--- config.mk ---
export PLATFORM = sky130hd
export DESIGN_NAME = joint_startup_supervisor_ramp_unit_flat
export DESIGN_NICKNAME = d
export VERILOG_FILES = /design/src/rtl/jssr_pkg.sv /design/src/rtl/jssr_if.sv /design/src/rtl/joint_startup_supervisor_ramp_unit.sv /design/src/rtl/jssr_lane.sv /design/src/rtl/jssr_ctrl.sv /design/src/flat_wrapper.sv
export SDC_FILE = /design/constraint.sdc
export NUM_CORES = 1
export LEC_CHECK = 0
export ABC_AREA = 1
export BUFFER_PORTS_ARGS = -buffer_cell sky130_fd_sc_hd__buf_2
export CAP_MARGIN = 25
export CORE_AREA = 2 2 242 244
export DETAILED_ROUTE_END_ITERATION = 16
export DIE_AREA = 0 0 244 246
export GPL_TIMING_DRIVEN = 0
export SLEW_MARGIN = 5
export SYNTH_ARGS = -nofsm -noshare
export SYNTH_HDL_FRONTEND = slang
export SYNTH_SLANG_ARGS = --single-unit
export TNS_END_PERCENT = 20
--- constraint.sdc ---
create_clock -name clk -period 5.1 [get_ports clk]
set_input_delay 0.51 -clock clk [delete_from_list [all_inputs] [get_ports clk]]
set_output_delay 0.51 -clock clk [all_outputs]
set_load 0.02 [all_outputs]
--- src/rtl/jssr_pkg.sv ---
package jssr_pkg;

  localparam int MAX_JOINTS = 3;
  localparam int JOINTS_DEF = 3;

  localparam int POS_W = 16;
  localparam int STEP_W = 11;
  localparam int TOL_W = 12;
  localparam int TICK_W = 11;
  localparam int CFG_IDX_W = 3;
  localparam int CFG_DATA_W = 16;

  typedef logic signed [POS_W-1:0] pos_t;
  typedef logic [TICK_W-1:0] tick_t;

  localparam tick_t TICK_MAX = '1;

  typedef enum logic [3:0] {
    PH_INIT   = 4'b0001,
    PH_POS    = 4'b0010,
    PH_NORMAL = 4'b0100,
    PH_ERROR  = 4'b1000
  } phase_t;

  localparam logic [1:0] MODE_INIT = 2'd0;
  localparam logic [1:0] MODE_POS = 2'd1;
  localparam logic [1:0] MODE_NORMAL = 2'd2;
  localparam logic [1:0] MODE_ERROR = 2'd3;

  localparam logic [1:0] ACT_KEEP = 2'd0;
  localparam logic [1:0] ACT_CLEAR = 2'd1;
  localparam logic [1:0] ACT_NEW = 2'd2;

  localparam logic [1:0] SW_INIT = 2'd1;
  localparam logic [1:0] SW_RUN = 2'd2;
  localparam logic [1:0] SW_POS = 2'd3;

  localparam logic [CFG_IDX_W-1:0] CFG_RAMP_STEP = 3'd0;
  localparam logic [CFG_IDX_W-1:0] CFG_TOLERANCE = 3'd1;
  localparam logic [CFG_IDX_W-1:0] CFG_TARGET_0 = 3'd2;
  localparam logic [CFG_IDX_W-1:0] CFG_TARGET_1 = 3'd3;
  localparam logic [CFG_IDX_W-1:0] CFG_TARGET_2 = 3'd4;
  localparam logic [CFG_IDX_W-1:0] CFG_TIMEOUT = 3'd5;
  localparam logic [CFG_IDX_W-1:0] CFG_SETTLE = 3'd6;

  localparam logic [STEP_W-1:0] RAMP_STEP_RST = 11'd25;
  localparam logic [TOL_W-1:0] TOLERANCE_RST = 12'd205;
  localparam pos_t TARGET_0_RST = 16'sd0;
  localparam pos_t TARGET_1_RST = 16'sd0;
  localparam pos_t TARGET_2_RST = -16'sd3215;
  localparam tick_t TIMEOUT_RST = 11'd500;
  localparam tick_t SETTLE_RST = 11'd300;

  typedef struct packed {
    logic [STEP_W-1:0] ramp_step;
    logic [TOL_W-1:0] tolerance;
    pos_t [MAX_JOINTS-1:0] target;
    tick_t enable_timeout;
    tick_t settle_ticks;
  } cfg_t;

  typedef struct packed {
    logic load_meas;
    logic ramp;
  } lane_ctl_t;

  typedef struct packed {
    logic at_target;
    logic in_tol;
  } lane_stat_t;

  typedef struct packed {
    logic [1:0] mode;
    logic [1:0] action;
    logic send;
    logic alarm;
    pos_t [MAX_JOINTS-1:0] cmd;
  } result_t;

  function automatic logic [1:0] mode_code(phase_t ph);
    logic [1:0] m;
    case (ph)
      PH_INIT: m = MODE_INIT;
      PH_POS: m = MODE_POS;
      PH_NORMAL: m = MODE_NORMAL;
      PH_ERROR: m = MODE_ERROR;
      default: m = MODE_ERROR;
    endcase
    return m;
  endfunction

endpackage

--- src/rtl/jssr_if.sv ---
interface jssr_tick_if;
  logic valid;
  logic ready;
  logic remote_online;
  logic [1:0] switch_position;
  logic motors_ok;
  logic safety_trip;
  jssr_pkg::pos_t meas_pos_0;
  jssr_pkg::pos_t meas_pos_1;
  jssr_pkg::pos_t meas_pos_2;
  jssr_pkg::pos_t host_pos_0;
  jssr_pkg::pos_t host_pos_1;
  jssr_pkg::pos_t host_pos_2;

  modport source (
    output valid, remote_online, switch_position, motors_ok, safety_trip,
    output meas_pos_0, meas_pos_1, meas_pos_2, host_pos_0, host_pos_1, host_pos_2,
    input ready
  );

  modport sink (
    input valid, remote_online, switch_position, motors_ok, safety_trip,
    input meas_pos_0, meas_pos_1, meas_pos_2, host_pos_0, host_pos_1, host_pos_2,
    output ready
  );
endinterface

interface jssr_result_if;
  logic valid;
  logic ready;
  logic [1:0] mode;
  logic [1:0] cmd_action;
  logic send_now;
  logic alarm;
  jssr_pkg::pos_t cmd_pos_0;
  jssr_pkg::pos_t cmd_pos_1;
  jssr_pkg::pos_t cmd_pos_2;

  modport source (
    output valid, mode, cmd_action, send_now, alarm, cmd_pos_0, cmd_pos_1, cmd_pos_2,
    input ready
  );

  modport sink (
    input valid, mode, cmd_action, send_now, alarm, cmd_pos_0, cmd_pos_1, cmd_pos_2,
    output ready
  );
endinterface

--- src/rtl/joint_startup_supervisor_ramp_unit.sv ---
// Channel | Dir | Handshake     | Word
// tick    | in  | valid / ready | link, switch, motor flags, 3 measured, 3 host positions
// result  | out | valid / ready | mode, action, send, alarm, 3 commanded positions
// cfg     | in  | cfg_en        | register index and data, write only
//
// One word is taken per clock cycle while the skid register is empty; the mode
// logic and up to three joint lanes settle in that cycle; the result is registered.
// An output register plus a one-word skid register carry stalls, so ready
// depends only on whether the skid register is full.
// Synchronous active-high reset clears the mode, timer, setpoints and buffer valid
// flags and loads the register defaults.
module joint_startup_supervisor_ramp_unit #(
  parameter int JOINTS = jssr_pkg::JOINTS_DEF
) (
  input  logic clk,
  input  logic rst,
  jssr_tick_if.sink     tick,
  jssr_result_if.source result,
  input  logic                             cfg_en,
  input  logic [jssr_pkg::CFG_IDX_W-1:0]   cfg_index,
  input  logic [jssr_pkg::CFG_DATA_W-1:0]  cfg_data
);
  import jssr_pkg::*;

  cfg_t cfg;
  logic accept;
  lane_ctl_t ctl;
  result_t res;
  result_t out_buf;
  result_t skid_buf;
  logic out_valid;
  logic skid_valid;
  pos_t [MAX_JOINTS-1:0] meas;
  pos_t [MAX_JOINTS-1:0] host;
  pos_t [MAX_JOINTS-1:0] ramp;
  lane_stat_t [MAX_JOINTS-1:0] stat;

  assign meas = {tick.meas_pos_2, tick.meas_pos_1, tick.meas_pos_0};
  assign host = {tick.host_pos_2, tick.host_pos_1, tick.host_pos_0};

  always_ff @(posedge clk) begin
    if (rst) begin
      cfg.ramp_step <= RAMP_STEP_RST;
      cfg.tolerance <= TOLERANCE_RST;
      cfg.target <= {TARGET_2_RST, TARGET_1_RST, TARGET_0_RST};
      cfg.enable_timeout <= TIMEOUT_RST;
      cfg.settle_ticks <= SETTLE_RST;
    end else if (cfg_en) begin
      case (cfg_index)
        CFG_RAMP_STEP: cfg.ramp_step <= cfg_data[STEP_W-1:0];
        CFG_TOLERANCE: cfg.tolerance <= cfg_data[TOL_W-1:0];
        CFG_TARGET_0: cfg.target[0] <= cfg_data;
        CFG_TARGET_1: cfg.target[1] <= cfg_data;
        CFG_TARGET_2: cfg.target[2] <= cfg_data;
        CFG_TIMEOUT: cfg.enable_timeout <= cfg_data[TICK_W-1:0];
        CFG_SETTLE: cfg.settle_ticks <= cfg_data[TICK_W-1:0];
        default: begin
        end
      endcase
    end
  end

  assign tick.ready = !skid_valid;
  assign accept = tick.valid && !skid_valid;

  for (genvar j = 0; j < MAX_JOINTS; j++) begin : g_lane
    if (j < JOINTS) begin : g_on
      jssr_lane u_lane (
        .clk      (clk),
        .rst      (rst),
        .en       (accept),
        .ctl      (ctl),
        .step     (cfg.ramp_step),
        .tol      (cfg.tolerance),
        .target   (cfg.target[j]),
        .meas     (meas[j]),
        .ramp_pos (ramp[j]),
        .stat     (stat[j])
      );
    end else begin : g_off
      assign ramp[j] = '0;
      assign stat[j] = '1;
    end
  end

  jssr_ctrl #(
    .JOINTS (JOINTS)
  ) u_ctrl (
    .clk             (clk),
    .rst             (rst),
    .en              (accept),
    .cfg             (cfg),
    .remote_online   (tick.remote_online),
    .switch_position (tick.switch_position),
    .motors_ok       (tick.motors_ok),
    .safety_trip     (tick.safety_trip),
    .host            (host),
    .ramp            (ramp),
    .stat            (stat),
    .ctl             (ctl),
    .res             (res)
  );

  always_ff @(posedge clk) begin
    if (rst) begin
      out_valid <= 1'b0;
      skid_valid <= 1'b0;
    end else if (!out_valid || result.ready) begin
      if (skid_valid) begin
        out_valid <= 1'b1;
        skid_valid <= 1'b0;
      end else begin
        out_valid <= accept;
      end
    end else if (accept) begin
      skid_valid <= 1'b1;
    end
  end

  always_ff @(posedge clk) begin
    if (!out_valid || result.ready) begin
      if (skid_valid) begin
        out_buf <= skid_buf;
      end else if (accept) begin
        out_buf <= res;
      end
    end else if (accept) begin
      skid_buf <= res;
    end
  end

  assign result.valid = out_valid;
  assign result.mode = out_buf.mode;
  assign result.cmd_action = out_buf.action;
  assign result.send_now = out_buf.send;
  assign result.alarm = out_buf.alarm;
  assign result.cmd_pos_0 = out_buf.cmd[0];
  assign result.cmd_pos_1 = out_buf.cmd[1];
  assign result.cmd_pos_2 = out_buf.cmd[2];

`ifndef SYNTHESIS
  a_skid_needs_out: assert property (@(posedge clk) disable iff (rst)
    skid_valid |-> out_valid)
    else $error("skid register holds a word while the output register is empty");

  a_force_init: assert property (@(posedge clk) disable iff (rst)
    accept && (!tick.remote_online || tick.switch_position == SW_INIT)
      |-> res.mode == MODE_INIT && res.action == ACT_CLEAR && res.send)
    else $error("forced init did not produce an init clear result");

  a_cmd_zero: assert property (@(posedge clk) disable iff (rst)
    accept && res.action != ACT_NEW |-> res.cmd == '0)
    else $error("command positions nonzero without a new position");

  a_load_or_ramp: assert property (@(posedge clk) disable iff (rst)
    accept && ctl.ramp |=> $past(res.mode) == MODE_POS || $past(res.mode) == MODE_NORMAL
      || $past(res.mode) == MODE_ERROR)
    else $error("ramp step taken with an init result");
`endif

endmodule

--- src/rtl/jssr_lane.sv ---
module jssr_lane (
  input  logic                clk,
  input  logic                rst,
  input  logic                en,
  input  jssr_pkg::lane_ctl_t ctl,
  input  logic [jssr_pkg::STEP_W-1:0] step,
  input  logic [jssr_pkg::TOL_W-1:0]  tol,
  input  jssr_pkg::pos_t      target,
  input  jssr_pkg::pos_t      meas,
  output jssr_pkg::pos_t      ramp_pos,
  output jssr_pkg::lane_stat_t stat
);
  import jssr_pkg::*;

  pos_t setpoint;
  logic signed [POS_W:0] diff;
  logic [POS_W:0] diff_mag;
  logic signed [POS_W:0] mdiff;
  logic [POS_W:0] mdiff_mag;
  logic [POS_W:0] step_ext;

  assign step_ext = {{(POS_W+1-STEP_W){1'b0}}, step};
  assign diff = {target[POS_W-1], target} - {setpoint[POS_W-1], setpoint};
  assign diff_mag = diff[POS_W] ? 17'(-diff) : 17'(diff);

  always_comb begin
    if (diff_mag < step_ext) begin
      ramp_pos = target;
    end else if (diff[POS_W]) begin
      ramp_pos = POS_W'(setpoint - step_ext[POS_W-1:0]);
    end else begin
      ramp_pos = POS_W'(setpoint + step_ext[POS_W-1:0]);
    end
  end

  assign mdiff = {meas[POS_W-1], meas} - {target[POS_W-1], target};
  assign mdiff_mag = mdiff[POS_W] ? 17'(-mdiff) : 17'(mdiff);

  assign stat.at_target = (ramp_pos == target);
  assign stat.in_tol = (mdiff_mag <= {{(POS_W+1-TOL_W){1'b0}}, tol});

  always_ff @(posedge clk) begin
    if (rst) begin
      setpoint <= '0;
    end else if (en && ctl.load_meas) begin
      setpoint <= meas;
    end else if (en && ctl.ramp) begin
      setpoint <= ramp_pos;
    end
  end

endmodule

--- src/rtl/jssr_ctrl.sv ---
module jssr_ctrl #(
  parameter int JOINTS = jssr_pkg::JOINTS_DEF
) (
  input  logic                 clk,
  input  logic                 rst,
  input  logic                 en,
  input  jssr_pkg::cfg_t       cfg,
  input  logic                 remote_online,
  input  logic [1:0]           switch_position,
  input  logic                 motors_ok,
  input  logic                 safety_trip,
  input  jssr_pkg::pos_t [jssr_pkg::MAX_JOINTS-1:0] host,
  input  jssr_pkg::pos_t [jssr_pkg::MAX_JOINTS-1:0] ramp,
  input  jssr_pkg::lane_stat_t [jssr_pkg::MAX_JOINTS-1:0] stat,
  output jssr_pkg::lane_ctl_t  ctl,
  output jssr_pkg::result_t    res
);
  import jssr_pkg::*;

  phase_t phase;
  phase_t phase_next;
  tick_t tick_count;
  tick_t tick_count_next;
  tick_t tick_inc;
  logic force_init;
  logic all_ok;
  pos_t [MAX_JOINTS-1:0] host_used;
  pos_t [MAX_JOINTS-1:0] ramp_used;

  assign force_init = !remote_online || (switch_position == SW_INIT);
  assign tick_inc = (tick_count == TICK_MAX) ? tick_count : tick_count + 1'b1;

  // The merge across lanes: every active joint must sit on its target and
  // read back within tolerance.
  always_comb begin
    all_ok = 1'b1;
    for (int j = 0; j < MAX_JOINTS; j++) begin
      if (j < JOINTS) begin
        host_used[j] = host[j];
        ramp_used[j] = ramp[j];
        all_ok = all_ok & stat[j].at_target & stat[j].in_tol;
      end else begin
        host_used[j] = '0;
        ramp_used[j] = '0;
      end
    end
  end

  always_comb begin
    phase_next = phase;
    tick_count_next = tick_count;
    ctl = '0;
    res.action = ACT_KEEP;
    res.send = 1'b1;
    res.alarm = 1'b0;
    res.cmd = '0;
    if (force_init) begin
      phase_next = PH_INIT;
      tick_count_next = '0;
      ctl.load_meas = 1'b1;
      res.action = ACT_CLEAR;
    end else begin
      case (phase)
        PH_INIT: begin
          if (motors_ok && (switch_position == SW_RUN || switch_position == SW_POS)) begin
            ctl.load_meas = 1'b1;
            phase_next = PH_POS;
            tick_count_next = '0;
          end else begin
            tick_count_next = tick_inc;
            if (tick_inc > cfg.enable_timeout) begin
              phase_next = PH_ERROR;
            end
          end
        end
        PH_POS: begin
          ctl.ramp = 1'b1;
          res.action = ACT_NEW;
          res.cmd = ramp_used;
          tick_count_next = tick_inc;
          if (tick_inc > cfg.settle_ticks) begin
            if (!all_ok) begin
              phase_next = PH_ERROR;
            end else if (switch_position == SW_RUN) begin
              phase_next = PH_NORMAL;
              tick_count_next = '0;
            end
          end
        end
        PH_NORMAL: begin
          if (!motors_ok) begin
            res.action = ACT_CLEAR;
            res.send = 1'b0;
          end else if (safety_trip) begin
            res.alarm = 1'b1;
            res.send = 1'b0;
          end else begin
            res.action = ACT_NEW;
            res.cmd = host_used;
          end
        end
        PH_ERROR: begin
          res.action = ACT_CLEAR;
          res.alarm = 1'b1;
        end
        default: begin
          phase_next = PH_ERROR;
          res.action = ACT_CLEAR;
          res.alarm = 1'b1;
        end
      endcase
    end
    res.mode = mode_code(phase_next);
  end

  always_ff @(posedge clk) begin
    if (rst) begin
      phase <= PH_INIT;
      tick_count <= '0;
    end else if (en) begin
      phase <= phase_next;
      tick_count <= tick_count_next;
    end
  end

endmodule
--- src/flat_wrapper.sv ---
// flat-port wrapper written by rule: the top's interface ports become plain ports
module joint_startup_supervisor_ramp_unit_flat import jssr_pkg::*;
#(
  parameter int JOINTS = jssr_pkg::JOINTS_DEF
)
  (clk, rst, cfg_en, cfg_index, cfg_data, tick_valid, tick_remote_online, tick_switch_position, tick_motors_ok, tick_safety_trip, tick_meas_pos_0, tick_meas_pos_1, tick_meas_pos_2, tick_host_pos_0, tick_host_pos_1, tick_host_pos_2, tick_ready, result_valid, result_mode, result_cmd_action, result_send_now, result_alarm, result_cmd_pos_0, result_cmd_pos_1, result_cmd_pos_2, result_ready);
  jssr_tick_if tick_i ();
  jssr_result_if result_i ();
  input  logic clk;
  input  logic rst;
  input  logic cfg_en;
  input  logic [jssr_pkg::CFG_IDX_W-1:0] cfg_index;
  input  logic [jssr_pkg::CFG_DATA_W-1:0] cfg_data;
  input wire logic [$bits(tick_i.valid)-1:0] tick_valid;
  input wire logic [$bits(tick_i.remote_online)-1:0] tick_remote_online;
  input wire logic [$bits(tick_i.switch_position)-1:0] tick_switch_position;
  input wire logic [$bits(tick_i.motors_ok)-1:0] tick_motors_ok;
  input wire logic [$bits(tick_i.safety_trip)-1:0] tick_safety_trip;
  input wire logic [$bits(tick_i.meas_pos_0)-1:0] tick_meas_pos_0;
  input wire logic [$bits(tick_i.meas_pos_1)-1:0] tick_meas_pos_1;
  input wire logic [$bits(tick_i.meas_pos_2)-1:0] tick_meas_pos_2;
  input wire logic [$bits(tick_i.host_pos_0)-1:0] tick_host_pos_0;
  input wire logic [$bits(tick_i.host_pos_1)-1:0] tick_host_pos_1;
  input wire logic [$bits(tick_i.host_pos_2)-1:0] tick_host_pos_2;
  output wire logic [$bits(tick_i.ready)-1:0] tick_ready;
  output wire logic [$bits(result_i.valid)-1:0] result_valid;
  output wire logic [$bits(result_i.mode)-1:0] result_mode;
  output wire logic [$bits(result_i.cmd_action)-1:0] result_cmd_action;
  output wire logic [$bits(result_i.send_now)-1:0] result_send_now;
  output wire logic [$bits(result_i.alarm)-1:0] result_alarm;
  output wire logic [$bits(result_i.cmd_pos_0)-1:0] result_cmd_pos_0;
  output wire logic [$bits(result_i.cmd_pos_1)-1:0] result_cmd_pos_1;
  output wire logic [$bits(result_i.cmd_pos_2)-1:0] result_cmd_pos_2;
  input wire logic [$bits(result_i.ready)-1:0] result_ready;
  assign tick_i.valid = tick_valid;
  assign tick_i.remote_online = tick_remote_online;
  assign tick_i.switch_position = tick_switch_position;
  assign tick_i.motors_ok = tick_motors_ok;
  assign tick_i.safety_trip = tick_safety_trip;
  assign tick_i.meas_pos_0 = tick_meas_pos_0;
  assign tick_i.meas_pos_1 = tick_meas_pos_1;
  assign tick_i.meas_pos_2 = tick_meas_pos_2;
  assign tick_i.host_pos_0 = tick_host_pos_0;
  assign tick_i.host_pos_1 = tick_host_pos_1;
  assign tick_i.host_pos_2 = tick_host_pos_2;
  assign tick_ready = tick_i.ready;
  assign result_valid = result_i.valid;
  assign result_mode = result_i.mode;
  assign result_cmd_action = result_i.cmd_action;
  assign result_send_now = result_i.send_now;
  assign result_alarm = result_i.alarm;
  assign result_cmd_pos_0 = result_i.cmd_pos_0;
  assign result_cmd_pos_1 = result_i.cmd_pos_1;
  assign result_cmd_pos_2 = result_i.cmd_pos_2;
  assign result_i.ready = result_ready;
  joint_startup_supervisor_ramp_unit #(.JOINTS(JOINTS)) u_core (.clk(clk), .rst(rst), .tick(tick_i), .result(result_i), .cfg_en(cfg_en), .cfg_index(cfg_index), .cfg_data(cfg_data));
endmodule
==> impl_metrics.yaml, run 1 <==
timing:
  post-route-min-period_ns: 5.35
  slew_headroom: 0.214
  fin_crit_sh: 1.05
  worst_pin_slew_ns: 1.17
  slew_viol_final: 0
  clock_skew_ns: 0.0236
  setup_slack_ns: -0.252
  setup_viol: 17
  rsz0062_at_grt: "yes"
  tns_ns: -3.29
  finalHoldViolations: 0
  fmax_mhz: 187
yosys:
  synthArstFlopShare: 0
  synth_common_cells: "nand2_1 (1,137), inv_1 (549), a21oi_1 (365), nand3_1 (353), nor2_1 (269)"
  synth_area_per_cell_um2: 6.38
  ys_seq_elements: 266
  ys.flop_type: "dfxtp_1"
  synthesis.area_um2: 25500
  synth_edf_count: 108
  yosysWarnings: 0
  synth_fp_nets: 4371
  yosysMostFrequentCell: "nand2_1"
  synthTopCellsByArea: "nand2_1 (17%), edfxtp_1 (13%), dfxtp_1 (12%), ha_1 (12%), inv_1 (8.1%)"
  syn_inst: 4000
  yosys.area.top_type: "nand2_1"
  synth_cell_types: 53
  seq_area_frac_synth: 0.251
  synth_top_cell_area_share: 0.167
placement:
  dpl.hpwl_um: 78100
  place.gp.congestion: 1.02
  postPlaceCellArea_um2: 27500
  port_buffers: 179
critical_path:
  r2r_slack_ns: -0.25
  r2r-start: "u_core.cfg[25]"
  startpoint_type: "register"
  slowest_stage: "or4_1"
  critPathMaxFanout: 5
  worstSetupEndpointType: "register"
  worstRegToRegCells: 31
  cp.required_ns: 5.38
  cpMostUsedCell: "nand2_1"
  worstPathArrival_ns: 5.63
  r2r_end: "u_core.result.mode[0]"
  crit_type: "reg -> reg"
  slowest_delay_ns: 0.51
worst_hold_path:
  hold_end: "u_core.g_lane[1].g_on.u_lane.setpoint[14]"
  hold_path_class: "in -> reg"
  min-delay-start: "tick_meas_pos_1[14]"
  min_path_cells: 3
grt:
  track_usage: 0.317
  grt_max_degree: 35
  overflow: 0
  grt_pass1_wl_um: 146000
  grt_pass1_vias: 25100
  antenna_found_initial: 7
final_layout:
  num-nets-final: 4685
  area_delta_synth_final_pct: 21.9
  finish.utilization: 0.543
  drive_gt1_frac: 0.166
  stdcell_area_um2: 31100
floorplan:
  die_w_um: 244
  initial_core_util: 0.445
  die_height_um: 246
  io_pins: 181
  die_area_um2: 60000
  rows: 88
  fp.coreArea_um2: 57400
clocking:
  cts-htree-levels: 2
  clock-sinks: 266
  ctsHoldBuffers: 0
  clk-insertion-delay-late_ns: 0.56
  tritoncts: "yes"
  numCtsBuffers: 35
  root_buffer: "clkbuf_16"
  path_clk_slew_ns: 0.06
  max-clock-path-buffers: 3
pwr:
  power.leakage_nw: 14.9
  p_int_mw: 9.59
  p_comb_frac: 0.760
  ir_drop_v: 0.000621
  switching_share: 0.539
  pwr-share-seq: 0.124
  pwr-share-clk: 0.115
  switching_power_mw: 11.2
  finalPower_mw: 20.8
  powerDensity_nw_per_um2: 668
route:
  drt-initial-drc-count: 2256
  wl_per_cell_um: 19.3
  drt-total-wl_um: 98700
  vias: 27700
  drt_first_pass_iters: 6
  drc: 0
  drtAntennaViolNets: 0
  avgViaCountPerCell: 5.43
status:
  status: "finished, violations left"
  violations: "setup timing"
job:
  cap_violations: 0
==> worst max-delay path: cells and delay by family, from the launching register on <==
kind	cells	cell delay, ns
AO/OA/AOI/OAI	3	0.50
XOR/XNOR	1	0.16
adder cells (fa/ha/maj)	2	0.68
buffers and inverters	2	0.19
AND/OR/NAND/NOR	23	3.14
flip-flops	1	0.42
==> worst max-delay path by stage <==
stage,depth (start not counted),endpoint,startpoint
floorplan,41,u_core.result.mode[0],u_core.cfg[22]
global placement,42,u_core.result.mode[0],u_core.cfg[22]
detailed placement,42,u_core.result.mode[0],u_core.cfg[22]
CTS,34,u_core.result.mode[0],u_core.cfg[22]
global route,39,u_core.u_ctrl.tick_count[1],u_core.g_lane[1].g_on.u_lane.setpoint[10]
finish,31,u_core.result.mode[0],u_core.cfg[25]
==> cells by family (layout without fill, tap and decap cells) <==
family	after synthesis	count (layout)	synth area share
buffers and inverters	679	1015	0.102
flip-flops	266	266	0.251
adder cells (fa/ha/maj)	246	246	0.123
multiplexers	1	1	0.000392
XOR/XNOR	144	144	0.0494
AND/OR/NAND/NOR	1940	1941	0.322
AO/OA/AOI/OAI	724	724	0.153
other	0	1	0
==> stage by stage <==
step / hold slack, ns / cells / setup slack, ns
after global placement: 0.453 / 4944 / -1.92
after floorplan: 0.435 / 4000 / 0.0331
after CTS: 0.270 / 5073 / -0.105
final: 0.291 / 5103 / -0.252
after detailed placement: 0.455 / 4950 / -1.97
after global routing: 0.315 / 5102 / -0.501
==> cell usage in the layout (no fill, tap or decap), types with 108 or more instances in the layout <==
cell type	instances
nand2_1	1095
inv_1	535
a21oi_1	329
nand3_1	321
nor2_1	234
ha_1	208
buf_2	186
o21ai_0	171
dfxtp_1	140
edfxtp_1	108
==> repair_timing <==
action / in CTS / in global routing
cloned: 6 / 4
setup endpoints to repair: 162 / 139
pin swaps: 97 / 95
gates resized for setup: 315 / 210
setup buffers: 61 / 26
==> power by group through the flow <==
stage	clock (mW)	sequential, mW	combinational [mW]
after floorplan	0	2.59	8.59
after detailed placement	0	2.62	12.2
after global placement	0	2.62	12.1
after global routing	2.50	2.61	17.3
after CTS	2.41	2.58	13.9
final	2.39	2.59	15.8
==> cell type report <==
cell class              count  area, um2
inverters                 560       2150
clock inverters            13        134
clock buffers              47        931
plain buffers             114        666
fillers                  5822      26200
diodes                      1       2.50
multi-input cells        3056      18000
flip-flops and latches    266       6430
well taps                 765        957
repair buffers            281       1840
==> state kept, by name (all words and copies together), names as in the netlist, 4 cells and up <==
name	flops
u_core.cfg	93
u_core.g_lane.g_on.u_lane.setpoint	48
u_core.result.cmd_pos_0	16
u_core.result.cmd_pos_1	16
u_core.result.cmd_pos_2	16
u_core.skid_buf	54
u_core.u_ctrl.phase	4
u_core.u_ctrl.tick_count	11
==> layer usage <==
| metal | GRT usage | part of all wire |
|---|---|---|
| met1 | 0.436 | 0.44 |
| met2 | 0.497 | 0.43 |
| met3 | 0.0520 | 0.084 |
| met4 | 0.122 | 0.043 |
| met5 | 0 | 0.00045 |
Power figures use the tool's default switching activity.
==> run 2: changes to the inputs <==
--- a/config.mk
+++ b/config.mk
@@ -12,6 +12,7 @@
 export DETAILED_ROUTE_END_ITERATION = 16
 export DIE_AREA = 0 0 244 246
 export GPL_TIMING_DRIVEN = 0
+export PLACE_DENSITY_LB_ADDON = 0.2
 export SLEW_MARGIN = 5
 export SYNTH_ARGS = -nofsm -noshare
 export SYNTH_HDL_FRONTEND = slang
==> run 2 against run 1 <==
Effect of this change: the run still ends with setup timing left; combinational power hardly changed; power increased by 0.80%; register-to-register slack better by 0.099 ns; worst hold slack gained 0.0010 ns; wire length is 1.8% higher; non-clock buffer count is the same; critical path type unchanged; sequential power about the same; critical path depth is 4 higher; clock skew increased by 0.0077 ns; highest routed layer unchanged; maximum frequency grew 1.9%; die area unchanged; via count is 1.7% higher.
==> impl_metrics.yaml, run 2 (synthesized netlist as in run 1, its figures left out) <==
final_layout:
  stdcell_count: 5112
  layout_commonest_cell: "nand2_1"
  largestRegisters: "u_core.cfg x93, u_core.skid_buf x54, u_core.g_lane.g_on.u_lane.setpoint x48"
  drive_gt1_frac: 0.185
  regMostFlops: "u_core.cfg"
  area_delta_synth_final_pct: 23.4
  layout_common_cells: "nand2_1 (1,083), inv_1 (529), a21oi_1 (326)"
  finish.utilization: 0.549
  stdcell_area_um2: 31500
  largest_register_ffs: 93
  num-fill-cells: 5657
  num-nets-final: 4685
  regArea_um2: 6460
  multi_input_area_um2: 18200
placement:
  dpl.hpwl_um: 78800
  post-place-cells: 4952
  postPlaceCellArea_um2: 27500
  port_buffers: 179
  place.gp.congestion: 1.04
timing:
  setup_viol: 19
  worst_pin_slew_ns: 1.07
  clock_skew_ns: 0.0313
  fin_crit_sh: 1.03
  slew_viol_final: 0
  slew_headroom: 0.287
  rsz0062_at_grt: "yes"
  post-route-min-period_ns: 5.25
  finalHoldViolations: 0
  fmax_mhz: 190
  setup_slack_ns: -0.153
  tns_ns: -1.97
route:
  drt-total-wl_um: 100000
  drc: 0
  vias: 28200
  wl_per_cell_um: 19.7
  drt-initial-drc-count: 2463
  drtAntennaViolNets: 0
  avgViaCountPerCell: 5.51
  drt_first_pass_iters: 6
clocking:
  ctsHoldBuffers: 0
  tritoncts: "yes"
  clock-sinks: 266
  numCtsBuffers: 35
  path_clk_slew_ns: 0.06
  root_buffer: "clkbuf_16"
  cts-htree-levels: 2
  clk-insertion-delay-late_ns: 0.57
  max-clock-path-buffers: 3
floorplan:
  fp.coreArea_um2: 57400
  io_pins: 181
  die_height_um: 246
  initial_core_util: 0.445
  die_area_um2: 60000
  rows: 88
  die_w_um: 244
status:
  status: "finished, violations left"
  violations: "setup timing"
critical_path:
  worstPathArrival_ns: 5.67
  critPathMaxFanout: 10
  cp.required_ns: 5.51
  crit_type: "reg -> reg"
  cpMostUsedCell: "nand2_2"
  slowest_stage: "dfxtp_4"
  worstSetupEndpointType: "register"
  slowest_delay_ns: 0.38
  startpoint_type: "register"
grt:
  overflow: 0
  grt_pass1_wl_um: 150000
  grt_pass1_vias: 25800
  grt_max_degree: 37
  antenna_found_initial: 8
  track_usage: 0.325
pwr:
  finalPower_mw: 21.0
  ir_drop_v: 0.000472
  power.leakage_nw: 15.0
  powerDensity_nw_per_um2: 665
worst_hold_path:
  hold_path_class: "in -> reg"
job:
  cap_violations: 0
## run 2: changes by cell type in the layout (fill, tap and decap cells not counted), sizes merged
cell	previous run	this run
clkbuf	136	126
diode	1	7
clkinv	6	11
bufinv	2	6
buf	306	309
clkinvlp	5	8
inv	560	558
## run 2: power by group
group          internal, mW  switching [mW]  total [mW]
clock                  1.61            1.07        2.69
combinational          5.71            9.97        15.7
sequential             2.41           0.194        2.61
total                  9.73            11.2        21.0
## run 2: cell type report
cell class / count / share of cell area
inverter: 560 / 0.0682
antenna: 7 / 0.000556
clock buffer: 40 / 0.0290
buffer: 113 / 0.0204
multi-input combinational: 3056 / 0.578
sequential: 266 / 0.205
clock inverter: 23 / 0.00981
tap: 765 / 0.0304
timing repair buffer: 282 / 0.0583
## run 2: routing by layer
layer	GRT usage	routed length [um]
met1	0.431	42900
met2	0.521	44000
met3	0.0603	9000
met4	0.134	4510
met5	0	67
## run 2: path summary, 6_finish.rpt
path	startpoint	endpoint	slack, ns	cells after the start
worst max-delay path	u_core.cfg[38]	u_core.u_ctrl.tick_count[5]	-0.15	35
worst min-delay path	tick_meas_pos_2[11]	u_core.g_lane[2].g_on.u_lane.setpoint[11]	0.29	3
worst max register to register	u_core.cfg[38]	u_core.u_ctrl.tick_count[5]	-0.15	35
worst min register to register	u_core.cfg[21]	u_core.cfg[21]	0.47	2
## run 2: worst max-delay path, delay by kind of cell, from the launching register on
family / cells / cell delay [ns]
AO/OA/AOI/OAI: 5 / 0.66
XOR/XNOR: 1 / 0.36
flip-flops: 1 / 0.38
adder cells (fa/ha/maj): 3 / 0.69
buffers and inverters: 7 / 0.85
AND/OR/NAND/NOR: 19 / 2.12
## run 2: stage by stage
| step | hold WS [ns] | setup WS (ns) |
|---|---|---|
| 6_report | 0.292 | -0.153 |
| 3_3_place_gp | 0.457 | -2.16 |
| 4_1_cts | 0.268 | -0.0780 |
| 2_1_floorplan | 0.435 | 0.0331 |
| 3_5_place_dp | 0.459 | -2.16 |
| 5_1_grt | 0.330 | -0.379 |
## run 2: timing repair
item	CTS	global route
cloned	7	0
pin swaps	91	114
endpoints found under the setup margin	161	124
gates resized for setup	307	273
setup buffers	59	32
hold endpoints to repair	0	0
